[src/rtl/ed_pkg.sv]
// ----------------------------------------------------------------------------
// ed_pkg
// Shared widths, constants and the accumulator-to-root queue entry type for
// the Euclidean distance block.
// ----------------------------------------------------------------------------
`timescale 1ns / 1ps

package ed_pkg;

   localparam int SAMPLE_W = 16;
   localparam int DIFF_W   = SAMPLE_W + 1;     // a - b
   localparam int MAG_W    = SAMPLE_W + 1;     // |a - b| below 2^16
   localparam int SQ_W     = 2 * SAMPLE_W + 1; // square below 2^32
   localparam int SUM_W    = 48;
   localparam int DIST_W   = SUM_W / 2;

   // first trial bit of the root search: highest even power of two in SUM_W
   localparam logic [SUM_W-1:0] ROOT_BIT_INIT = {2'b01, {(SUM_W-2){1'b0}}};

   typedef struct packed {
      logic [SUM_W-1:0] sum;
      logic             sat;
   } sum_entry_type;

endpackage

[src/rtl/ed_front.sv]
// ----------------------------------------------------------------------------
// ed_front
// Takes sample pairs, squares the difference and keeps the running sum with
// saturation. A pair flagged last pushes the final sum into the queue.
// ----------------------------------------------------------------------------
`timescale 1ns / 1ps

module ed_front
   import ed_pkg::*;
(
   input  logic                       clock,
   input  logic                       reset,
   input  logic                       req_valid,
   output logic                       req_ready,
   input  logic signed [SAMPLE_W-1:0] req_sample_a,
   input  logic signed [SAMPLE_W-1:0] req_sample_b,
   input  logic                       req_last,
   output logic                       push,
   output sum_entry_type              push_data,
   input  logic                       queue_full
);

   logic                    s1_valid_ff, s1_valid_in;
   logic [MAG_W-1:0]        s1_mag_ff;
   logic                    s1_last_ff;
   logic                    s2_valid_ff, s2_valid_in;
   logic [SQ_W-1:0]         s2_sq_ff;
   logic                    s2_last_ff;
   logic [SUM_W-1:0]        sum_ff, sum_in;
   logic                    sat_ff, sat_in;

   logic                    advance;
   logic signed [DIFF_W-1:0] diff;
   logic [MAG_W-1:0]        mag;
   logic [2*MAG_W-1:0]      product;
   logic [SUM_W:0]          total;
   logic [SUM_W-1:0]        sum_next;
   logic                    sat_next;

   // the whole front stalls only when a final sum has nowhere to go
   assign advance   = !(s2_valid_ff && s2_last_ff && queue_full);
   assign req_ready = advance;

   assign diff    = DIFF_W'(req_sample_a) - DIFF_W'(req_sample_b);
   assign mag     = diff[DIFF_W-1] ? MAG_W'(-diff) : MAG_W'(diff);
   assign product = s1_mag_ff * s1_mag_ff;

   assign total    = {1'b0, sum_ff} + (SUM_W+1)'(s2_sq_ff);
   assign sum_next = total[SUM_W] ? {SUM_W{1'b1}} : total[SUM_W-1:0];
   assign sat_next = sat_ff | total[SUM_W];

   assign push           = s2_valid_ff && s2_last_ff && advance;
   assign push_data.sum  = sum_next;
   assign push_data.sat  = sat_next;

   always_comb begin
      s1_valid_in = s1_valid_ff;
      s2_valid_in = s2_valid_ff;
      sum_in      = sum_ff;
      sat_in      = sat_ff;
      if (advance) begin
         s1_valid_in = req_valid;
         s2_valid_in = s1_valid_ff;
         if (s2_valid_ff) begin
            if (s2_last_ff) begin
               sum_in = '0;
               sat_in = 1'b0;
            end else begin
               sum_in = sum_next;
               sat_in = sat_next;
            end
         end
      end
   end

   always_ff @(posedge clock) begin
      if (reset) begin
         s1_valid_ff <= 1'b0;
         s2_valid_ff <= 1'b0;
         sum_ff      <= '0;
         sat_ff      <= 1'b0;
      end else begin
         s1_valid_ff <= s1_valid_in;
         s2_valid_ff <= s2_valid_in;
         sum_ff      <= sum_in;
         sat_ff      <= sat_in;
      end
   end

   always_ff @(posedge clock) begin
      if (advance) begin
         s1_mag_ff  <= mag;
         s1_last_ff <= req_last;
         s2_sq_ff   <= product[SQ_W-1:0];
         s2_last_ff <= s1_last_ff;
      end
   end

endmodule

[src/rtl/ed_queue.sv]
// ----------------------------------------------------------------------------
// ed_queue
// Short queue of final sums between the accumulator and the root unit.
// ----------------------------------------------------------------------------
`timescale 1ns / 1ps

module ed_queue
   import ed_pkg::*;
#(
   parameter int DEPTH = 4
)
(
   input  logic          clock,
   input  logic          reset,
   input  logic          push,
   input  sum_entry_type push_data,
   output logic          full,
   input  logic          pop,
   output sum_entry_type pop_data,
   output logic          empty
);

   localparam int PTR_W = (DEPTH > 1) ? $clog2(DEPTH) : 1;
   localparam int CNT_W = $clog2(DEPTH + 1);

   sum_entry_type     entry_ff [DEPTH];
   logic [PTR_W-1:0]  wr_ptr_ff, wr_ptr_in;
   logic [PTR_W-1:0]  rd_ptr_ff, rd_ptr_in;
   logic [CNT_W-1:0]  count_ff, count_in;
   logic              do_push, do_pop;

   assign full     = (count_ff == CNT_W'(DEPTH));
   assign empty    = (count_ff == '0);
   assign do_push  = push && !full;
   assign do_pop   = pop && !empty;
   assign pop_data = entry_ff[rd_ptr_ff];

   always_comb begin
      wr_ptr_in = wr_ptr_ff;
      rd_ptr_in = rd_ptr_ff;
      count_in  = count_ff;
      if (do_push) begin
         wr_ptr_in = (wr_ptr_ff == PTR_W'(DEPTH - 1)) ? '0 : wr_ptr_ff + 1'b1;
      end
      if (do_pop) begin
         rd_ptr_in = (rd_ptr_ff == PTR_W'(DEPTH - 1)) ? '0 : rd_ptr_ff + 1'b1;
      end
      if (do_push && !do_pop) begin
         count_in = count_ff + 1'b1;
      end else if (do_pop && !do_push) begin
         count_in = count_ff - 1'b1;
      end
   end

   always_ff @(posedge clock) begin
      if (reset) begin
         wr_ptr_ff <= '0;
         rd_ptr_ff <= '0;
         count_ff  <= '0;
      end else begin
         wr_ptr_ff <= wr_ptr_in;
         rd_ptr_ff <= rd_ptr_in;
         count_ff  <= count_in;
      end
   end

   always_ff @(posedge clock) begin
      if (do_push) begin
         entry_ff[wr_ptr_ff] <= push_data;
      end
   end

endmodule

[src/rtl/ed_root.sv]
// ----------------------------------------------------------------------------
// ed_root
// Bit-serial floor square root of a queued sum, one result bit per cycle,
// with a result register on the output channel that the last bit waits for.
// ----------------------------------------------------------------------------
`timescale 1ns / 1ps

module ed_root
   import ed_pkg::*;
(
   input  logic              clock,
   input  logic              reset,
   output logic              pop,
   input  sum_entry_type     pop_data,
   input  logic              queue_empty,
   output logic              rsp_valid,
   input  logic              rsp_ready,
   output logic [DIST_W-1:0] rsp_distance,
   output logic              rsp_overflow
);

   localparam logic ST_IDLE = 1'b0;
   localparam logic ST_BUSY = 1'b1;

   logic              state_ff, state_in;
   logic [SUM_W-1:0]  rem_ff, rem_in;
   logic [SUM_W-1:0]  root_ff, root_in;
   logic [SUM_W-1:0]  bit_ff, bit_in;
   logic              sat_ff, sat_in;
   logic              out_valid_ff, out_valid_in;
   logic [DIST_W-1:0] out_dist_ff;
   logic              out_ovf_ff;

   logic [SUM_W-1:0]  trial;
   logic              fits;
   logic [SUM_W-1:0]  root_step;
   logic              out_free;
   logic              step;
   logic              finish;

   assign trial     = root_ff + bit_ff;
   assign fits      = (rem_ff >= trial);
   assign root_step = fits ? ((root_ff >> 1) + bit_ff) : (root_ff >> 1);
   assign out_free  = !out_valid_ff || rsp_ready;

   // last trial bit holds until the result register can take the root
   assign step   = (state_ff == ST_BUSY) && (!bit_ff[0] || out_free);
   assign finish = step && bit_ff[0];
   assign pop    = (state_ff == ST_IDLE) && !queue_empty;

   always_comb begin
      state_in     = state_ff;
      rem_in       = rem_ff;
      root_in      = root_ff;
      bit_in       = bit_ff;
      sat_in       = sat_ff;
      out_valid_in = out_valid_ff && !rsp_ready;
      unique case (state_ff)
         ST_IDLE: begin
            if (!queue_empty) begin
               rem_in   = pop_data.sum;
               root_in  = '0;
               bit_in   = ROOT_BIT_INIT;
               sat_in   = pop_data.sat;
               state_in = ST_BUSY;
            end
         end
         ST_BUSY: begin
            if (step) begin
               if (fits) begin
                  rem_in = rem_ff - trial;
               end
               root_in = root_step;
               bit_in  = bit_ff >> 2;
            end
            if (finish) begin
               out_valid_in = 1'b1;
               state_in     = ST_IDLE;
            end
         end
         default: begin
            state_in = ST_IDLE;
         end
      endcase
   end

   always_ff @(posedge clock) begin
      if (reset) begin
         state_ff     <= ST_IDLE;
         out_valid_ff <= 1'b0;
      end else begin
         state_ff     <= state_in;
         out_valid_ff <= out_valid_in;
      end
   end

   always_ff @(posedge clock) begin
      rem_ff  <= rem_in;
      root_ff <= root_in;
      bit_ff  <= bit_in;
      sat_ff  <= sat_in;
      if (finish) begin
         out_dist_ff <= root_step[DIST_W-1:0];
         out_ovf_ff  <= sat_ff;
      end
   end

   assign rsp_valid    = out_valid_ff;
   assign rsp_distance = out_dist_ff;
   assign rsp_overflow = out_ovf_ff;

endmodule

[src/rtl/euclidean_distance.sv]
// ----------------------------------------------------------------------------
// euclidean_distance
// Streams pairs of signed Q8.8 samples and sums the squared differences in a
// 48-bit Q32.16 accumulator that saturates and flags overflow. The pair marked
// last closes the series: its final sum goes through a short queue to a
// bit-serial square root, which returns the floor root as a Q16.8 distance.
// Sample pairs are taken one per clock; the accumulator front only stalls
// when a final sum meets a full queue. The root unit pops a new sum only
// when idle and works out its result bits one at a time, so series shorter
// than a root computation fill the queue. A pair passes the s1 magnitude
// and s2 square registers before it reaches the accumulator.
// ----------------------------------------------------------------------------
`timescale 1ns / 1ps

module euclidean_distance
   import ed_pkg::*;
#(
   parameter int QUEUE_DEPTH = 4
)
(
   input  logic                       clock,
   input  logic                       reset,
   input  logic                       req_valid,
   output logic                       req_ready,
   input  logic signed [SAMPLE_W-1:0] req_sample_a,
   input  logic signed [SAMPLE_W-1:0] req_sample_b,
   input  logic                       req_last,
   output logic                       rsp_valid,
   input  logic                       rsp_ready,
   output logic [DIST_W-1:0]          rsp_distance,
   output logic                       rsp_overflow
);

   logic          push;
   sum_entry_type push_data;
   logic          queue_full;
   logic          pop;
   sum_entry_type pop_data;
   logic          queue_empty;

   ed_front u_front (
      .clock        (clock),
      .reset        (reset),
      .req_valid    (req_valid),
      .req_ready    (req_ready),
      .req_sample_a (req_sample_a),
      .req_sample_b (req_sample_b),
      .req_last     (req_last),
      .push         (push),
      .push_data    (push_data),
      .queue_full   (queue_full)
   );

   ed_queue #(
      .DEPTH (QUEUE_DEPTH)
   ) u_queue (
      .clock     (clock),
      .reset     (reset),
      .push      (push),
      .push_data (push_data),
      .full      (queue_full),
      .pop       (pop),
      .pop_data  (pop_data),
      .empty     (queue_empty)
   );

   ed_root u_root (
      .clock        (clock),
      .reset        (reset),
      .pop          (pop),
      .pop_data     (pop_data),
      .queue_empty  (queue_empty),
      .rsp_valid    (rsp_valid),
      .rsp_ready    (rsp_ready),
      .rsp_distance (rsp_distance),
      .rsp_overflow (rsp_overflow)
   );

endmodule
[config.mk]
export PLATFORM = sky130hd
export DESIGN_NAME = euclidean_distance
export DESIGN_NICKNAME = d
export VERILOG_FILES = /design/src/rtl/ed_pkg.sv /design/src/rtl/ed_front.sv /design/src/rtl/ed_queue.sv /design/src/rtl/ed_root.sv /design/src/rtl/euclidean_distance.sv
export SDC_FILE = /design/constraint.sdc
export NUM_CORES = 1
export LEC_CHECK = 0
export ABC_AREA = 1
export BUFFER_PORTS_ARGS = -buffer_cell sky130_fd_sc_hd__buf_2
export CAP_MARGIN = 0
export CORE_ASPECT_RATIO = 0.5
export CORE_MARGIN = 10
export CORE_UTILIZATION = 50
export DETAILED_ROUTE_END_ITERATION = 12
export PLACE_DENSITY = 0.66
export SLEW_MARGIN = 20
export SYNTH_ARGS = -nofsm -noshare
export SYNTH_HDL_FRONTEND = slang
export SYNTH_HIERARCHICAL = 1
export SYNTH_SLANG_ARGS = --single-unit
[constraint.sdc]
create_clock -name clock -period 8.08 [get_ports clock]
set_input_delay 1.616 -clock clock [delete_from_list [all_inputs] [get_ports clock]]
set_output_delay 1.616 -clock clock [all_outputs]
set_load 0.02 [all_outputs]
# Word-level counts from Yosys, hierarchy flattened
# Memory sizes are Yosys's and may differ from the RTL's. A register that Yosys moved wholly into a read port is not among the register bits.
# Index checks and enable logic that the tools add are counted.
[op_classes]
add_sub_neg = 10
multipliers = 1
n_lt_le_gt_ge = 1
eq_ne = 6
muxes = 28
n_bitwise = 4
reduce_logical = 27
[op_table]
columns = ["operator", "count"]
rows = [
  ["48-bit 2-to-1 mux", 10],
  ["48-bit case mux with 2 select lines", 3],
  ["48-bit by 33-bit adder with 49-bit output", 1],
  ["47-bit by 48-bit adder with 48-bit output", 1],
  ["48-bit adder", 1],
  ["48-bit >= comparator", 1],
  ["48-bit subtractor", 1],
  ["17-bit by 17-bit multiplier with 33-bit output", 1],
  ["17-bit negation", 1],
  ["16-bit by 16-bit subtractor with 17-bit output", 1],
  ["16-bit 2-to-1 mux", 1],
  ["1-bit logical AND", 11],
  ["1-bit logical NOT", 8],
  ["2-bit 2-to-1 mux", 4],
  ["1-bit 2-to-1 mux", 7],
  ["3-bit 2-to-1 mux", 2],
  ["2-bit != test, second input constant", 3],
  ["2-bit AND reduction", 3],
  ["2-bit by 1-bit adder with 2-bit output, second input constant", 2],
  ["2-bit == test, second input constant", 2],
  ["3-bit by 1-bit adder with 3-bit output, second input constant", 1],
  ["3-bit == test, second input constant", 1],
  ["3-bit logical NOT", 1],
  ["1-bit NOT", 3],
  ["other kinds (6)", 7],
]
[word_totals]
reg_bits = 282
ram_bits = 196
in_bits = 37
n_memories = 1
[mem_list]
columns = ["memory", "depth", "width", "rd", "rd_clocked_by_memory_dff", "wr", "line", "source"]
rows = [
  ["u_queue.entry_ff", 4, 49, 1, 1, 1, "ed_queue.sv:26", "sum_entry_type entry_ff [DEPTH];"],
]

# Longest topological paths before layout
[logic_depth]
depth_word = 9
mapped_depth = 27

# Hierarchy
# Netlist, hierarchy kept.
[by_module_without_submodules]
columns = ["module", "n_inst", "cells_per_inst", "area_per_inst_um2", "seq_area_each_um2"]
rows = [
  ["ed_front", 1, 2407, 17443.0, 2552.4],
  ["ed_root", 1, 2473, 15488.6, 4424.2],
  ["ed_queue", 1, 545, 7761.2, 6065.8],
]

# Worst setup path after synthesis
# OpenSTA, ideal clock, no wires.
[synth_timing]
path_kind = "reg2reg"
start = "register u_root.state_ff"
end = "register u_root.bit_ff[0] (enable)"
t_arrival_ns = 5.738
required_time_ns = 7.479
setup_slack_ns = 1.741
stages_incl_launch_ff = 4
synth_period_minus_slack_ns = 6.339
cell_sequence = "dfxtp_1 -> clkbuf_1 -> clkbuf_1 -> o21ai_0"
[synth_via]
elab_chain_len = 3
[synth_rtl]
columns = ["item", "line", "source"]
rows = [
  ["start: declaration", "ed_root.sv:25", "logic state_ff, state_in;"],
  ["start signal: assignment", "ed_root.sv:92", "state_ff <= state_in;"],
  ["1-bit logical AND / 1-bit NOT (equally long branches)", "n/a", ""],
  ["2-bit != test (no source line)", "n/a", ""],
  ["2-bit AND reduction (no source line) (*)", "n/a", ""],
  ["end signal: assignment", "ed_root.sv:100", "bit_ff <= bit_in;"],
  ["end: declaration", "ed_root.sv:28", "logic [SUM_W-1:0] bit_ff, bit_in;"],
]
# Every way passes the cells marked *; elsewhere a longest branch is shown, timed or not.
# A chain may end at the register's enable or synchronous reset.

# Worst setup path after layout
[layout_timing]
start = "register u_front.s1_mag_ff[5]"
end = "register u_front.s2_sq_ff[30] (data pin)"
[layout_via]
elab_chain_len = 1
[layout_rtl]
columns = ["item", "line", "source"]
rows = [
  ["start: declaration", "ed_front.sv:24", "logic [MAG_W-1:0] s1_mag_ff;"],
  ["start signal: assignment", "ed_front.sv:92", "s1_mag_ff <= mag;"],
  ["17-bit by 17-bit multiplier with 33-bit output", "ed_front.sv:46", "assign product = s1_mag_ff * s1_mag_ff;"],
  ["net u_front.product[30]", "ed_front.sv:35", "logic [2*MAG_W-1:0] product;"],
  ["end signal: assignment", "ed_front.sv:94", "s2_sq_ff <= product[SQ_W-1:0];"],
  ["end: declaration", "ed_front.sv:27", "logic [SQ_W-1:0] s2_sq_ff;"],
]
# The timed path passes the listed nets, and every way through them passes these cells.

==> reports/metrics.yaml <==
logic_synthesis:
  post_synth_main_area_contributors: "sky130_fd_sc_hd__edfxtp_1, sky130_fd_sc_hd__nand2_1, sky130_fd_sc_hd__fa_1"
  avgSynthCellArea_um2: 7.50
  syn_nets: 5919
  synth_most_common_cell: "sky130_fd_sc_hd__nand2_1"
  netlist_area_um2: 40700
  synth-seq-cells: 455
  warning_count_from_the_yosys_run: 6
  synth_top_area_cell: "sky130_fd_sc_hd__edfxtp_1"
  netlist_instances: 5425
  asyncSetResetFlopFracSynth_pct: 0
  synth_ff_type: "sky130_fd_sc_hd__edfxtp_1"
  yosysUniqueCellTypes: 57
  post-synth-top-area-fraction_pct: 29.0
  synth-seq-area-share_pct: 32.1
  synth_edf_count: 393
  top_post_synthesis_cells_by_count: "sky130_fd_sc_hd__nand2_1, sky130_fd_sc_hd__inv_1, sky130_fd_sc_hd__nor2_1"
critical_path:
  critPathMostFrequentCell: "sky130_fd_sc_hd__fa_1"
  setup.worst_path.end_class: "flip-flop"
  worst_r2r_endpoint: "u_front/s2_sq_ff[30]$_DFFE_PN_"
  critPathRequiredTime_ns: 8.44
  path_buf_inv: 5
  worstSetupPathType: "flip-flop to flip-flop"
  critical_path.max_stage_delay_ns: 0.83
  slowest_cell_on_the_critical_path: "sky130_fd_sc_hd__edfxtp_1"
  worstPathCellList: "nand2_1 > fa_1 > inv_1 > fa_1 > inv_1 > fa_1 > inv_1 > fa_1 > fa_1 > inv_1 > fa_1 > inv_1 > ha_1 > nand2_1 > nor2_1 > nor3b_1 > nand3_1 > nand3_1 > a21o_1 > nand2_1 > nand3_1 > nand2_1"
  worstReg2RegStart: "u_front/s1_mag_ff[5]$_DFFE_PN_"
  ff2ff_setup_slack_ns: 1.80
  critical_path_peak_fanout: 18
  worst_path_dominant_cell_family: "adder cells"
  start_kind: "flip-flop"
  worst-endpoint-arrival_ns: 6.64
  ff2ff_path_depth: 22
cts:
  tritoncts_num_sinks: 455
  tritoncts.num_buffers: 46
  worst_skew_pair.late_latency_ns: 0.61
  cts_resized: 0
  root_buffer: "sky130_fd_sc_hd__clkbuf_16"
  cts_setup_buffers: 0
  cts.htree.levels: 2
  max-clock-path-buffers: 3
  tritoncts: "yes"
  cts_hold_buffers: 0
  path_clk_slew_ns: 0.07
place:
  total_of_buffers_placed_on_input_and_output_ports: 63
  gpl.final_weighted_congestion: 0.963
  dpl.hpwl_um: 90400
floorplanning:
  horizontal_die_dimension_um: 423
  num_io_pins: 64
  core_region_area_um2: 80000
  die_area_um2: 93900
  placement_rows: 73
  floorplan.initialDensity_pct: 50.9
  chipHeight_um: 222
min_path:
  holdPathStages: 0
  timing.hold.worst.class: "flip-flop to flip-flop"
  min_from: "u_root/sat_ff$_DFFE_PP_"
  hold_path_end: "u_root/rsp_overflow$_DFFE_PP_"
sta:
  worst_hold_slack_ns: 0.420
  relSlewSlack_pct: 32.1
  finalCriticalPeriod_ns: 6.28
  setup_viol_count_final: 0
  rsz0062_at_grt: "false"
  max_clock_freq_mhz: 159
  slew_violations: 0
  period_share_pct: 77.7
  tns_ns: 0
  clock_skew_ns: 0.0205
  hold_viol_final: 0
  timing_worst_slew_pin_value_ns: 1.02
routing:
  detailroute.via_count: 34273
  routed_via_density: 5.23
  post-route-drc-count: 0
  drt_pass1_iterations: 8
  antenna_left: 0
  detail_route.iter0.violations: 2461
  drt-wirelength-per-cell_um: 17.6
  drt_wl_total_um: 115000
global_route:
  global_route_wire_length_before_repair_um: 183000
  antenna_found_initial: 0
  grt_pass1_vias: 34250
  grt_overflow: 0
  grt_usage_pct: 24.1
  grt_start_max_net_pins: 99
outcome:
  run_status: "finished, final reports clean"
final_layout:
  layout.nets: 5919
  layout-drive-gt1-share_pct: 6.66
  area.growth.synth_to_final_pct: 7.02
  finish.utilization_pct: 54.4
  num_antenna_cells: 0
run:
  drv.max_cap_violation_count: 0
-- cell families (layout without fill, tap and decap cells) --
family / after synthesis / count (layout) / share of synthesized area (%)
compound gates: 567 / 567 / 7.95
xor+xnor: 160 / 160 / 3.46
fa+ha+maj: 457 / 457 / 17.6
buf+inv: 1143 / 1180 / 11.1
flops: 455 / 455 / 32.1
mux: 1 / 1 / 0.0277
simple gates: 2642 / 2642 / 27.7
-- per-layer routing --
layer	wire length [um]	vias up	part of all wire, %	track usage [%]
met5	0	-	0	0
met4	4340	0	3.8	8.27
met3	5080	205	4.4	2.43
met2	55100	780	48	42.2
met1	50600	16175	44	30.9
li1	-	17113	-	-
-- flip-flops by register name, indices dropped and copies added, names as in the netlist, named ones only --
name / cells
u_root/rsp_distance: 24
u_queue/count_ff: 3
u_front/s2_valid_ff: 1
u_root/bit_ff: 24
u_root/rsp_valid: 1
u_root/rem_ff: 48
u_front/s1_last_ff: 1
u_front/s2_sq_ff: 32
u_front/sat_ff: 1
u_queue/entry_ff: 196
u_root/sat_ff: 1
u_root/state_ff: 1
u_queue/wr_ptr_ff: 2
u_root/root_ff: 48
u_root/rsp_overflow: 1
u_queue/rd_ptr_ff: 2
u_front/s1_mag_ff: 17
u_front/s1_valid_ff: 1
u_front/sum_ff: 48
u_front/s2_last_ff: 1
-- how the worst max path moves through the flow --
stage / startpoint / endpoint / depth (start not counted)
2_1_floorplan: u_root/state_ff$_SDFF_PP0_ / u_root/bit_ff[0]$_SDFFCE_PN0P_ / 3
3_3_place_gp: u_front/s1_mag_ff[5]$_DFFE_PN_ / u_front/s2_sq_ff[30]$_DFFE_PN_ / 22
3_5_place_dp: u_front/s1_mag_ff[5]$_DFFE_PN_ / u_front/s2_sq_ff[30]$_DFFE_PN_ / 22
4_1_cts: u_front/s1_mag_ff[5]$_DFFE_PN_ / u_front/s2_sq_ff[30]$_DFFE_PN_ / 22
5_1_grt: u_front/s1_mag_ff[5]$_DFFE_PN_ / u_front/s2_sq_ff[30]$_DFFE_PN_ / 22
6_report: u_front/s1_mag_ff[5]$_DFFE_PN_ / u_front/s2_sq_ff[30]$_DFFE_PN_ / 22
-- per-stage QoR --
stage / worst slack, ns / instances / area (um2)
after detailed placement: 1.82 / 6464 / 41900
after CTS: 1.77 / 6549 / 43600
after global placement: 1.86 / 6464 / 41900
final: 1.80 / 6549 / 43600
after global routing: 1.42 / 6549 / 43600
after floorplan: 1.74 / 5425 / 40700
-- cell type report --
type,instances,area (um2)
multi-input combinational,3827,23200
fill,7689,36500
inverter,1011,3800
sequential,455,13000
clock buffer,58,1270
tap,1087,1360
timing repair buffer,84,473
clock inverter,27,407
-- placed cells by master, fill, tap and decap left out, types with 14 or more instances in the layout --
cell type,instances
sky130_fd_sc_hd__nand2_1,1613
sky130_fd_sc_hd__inv_1,1000
sky130_fd_sc_hd__nor2_1,487
sky130_fd_sc_hd__edfxtp_1,393
sky130_fd_sc_hd__nand3_1,273
sky130_fd_sc_hd__ha_1,262
sky130_fd_sc_hd__o21ai_0,206
sky130_fd_sc_hd__fa_1,195
sky130_fd_sc_hd__a21oi_1,186
sky130_fd_sc_hd__xor2_1,81
sky130_fd_sc_hd__xnor2_1,78
sky130_fd_sc_hd__nand4_1,68
sky130_fd_sc_hd__buf_2,63
sky130_fd_sc_hd__dfxtp_1,60
sky130_fd_sc_hd__o22ai_1,52
sky130_fd_sc_hd__nand2_2,51
sky130_fd_sc_hd__a21oi_2,51
sky130_fd_sc_hd__clkbuf_16,47
sky130_fd_sc_hd__nor3_1,29
sky130_fd_sc_hd__nand3b_1,26
sky130_fd_sc_hd__nand2_4,25
sky130_fd_sc_hd__buf_4,21
sky130_fd_sc_hd__o21bai_1,20
sky130_fd_sc_hd__nand3_4,18
sky130_fd_sc_hd__o21ai_1,16
sky130_fd_sc_hd__nor2_2,14
Power is not shown: default switching activity piles up to over one toggle a cycle in this logic, so the estimate is an artifact.
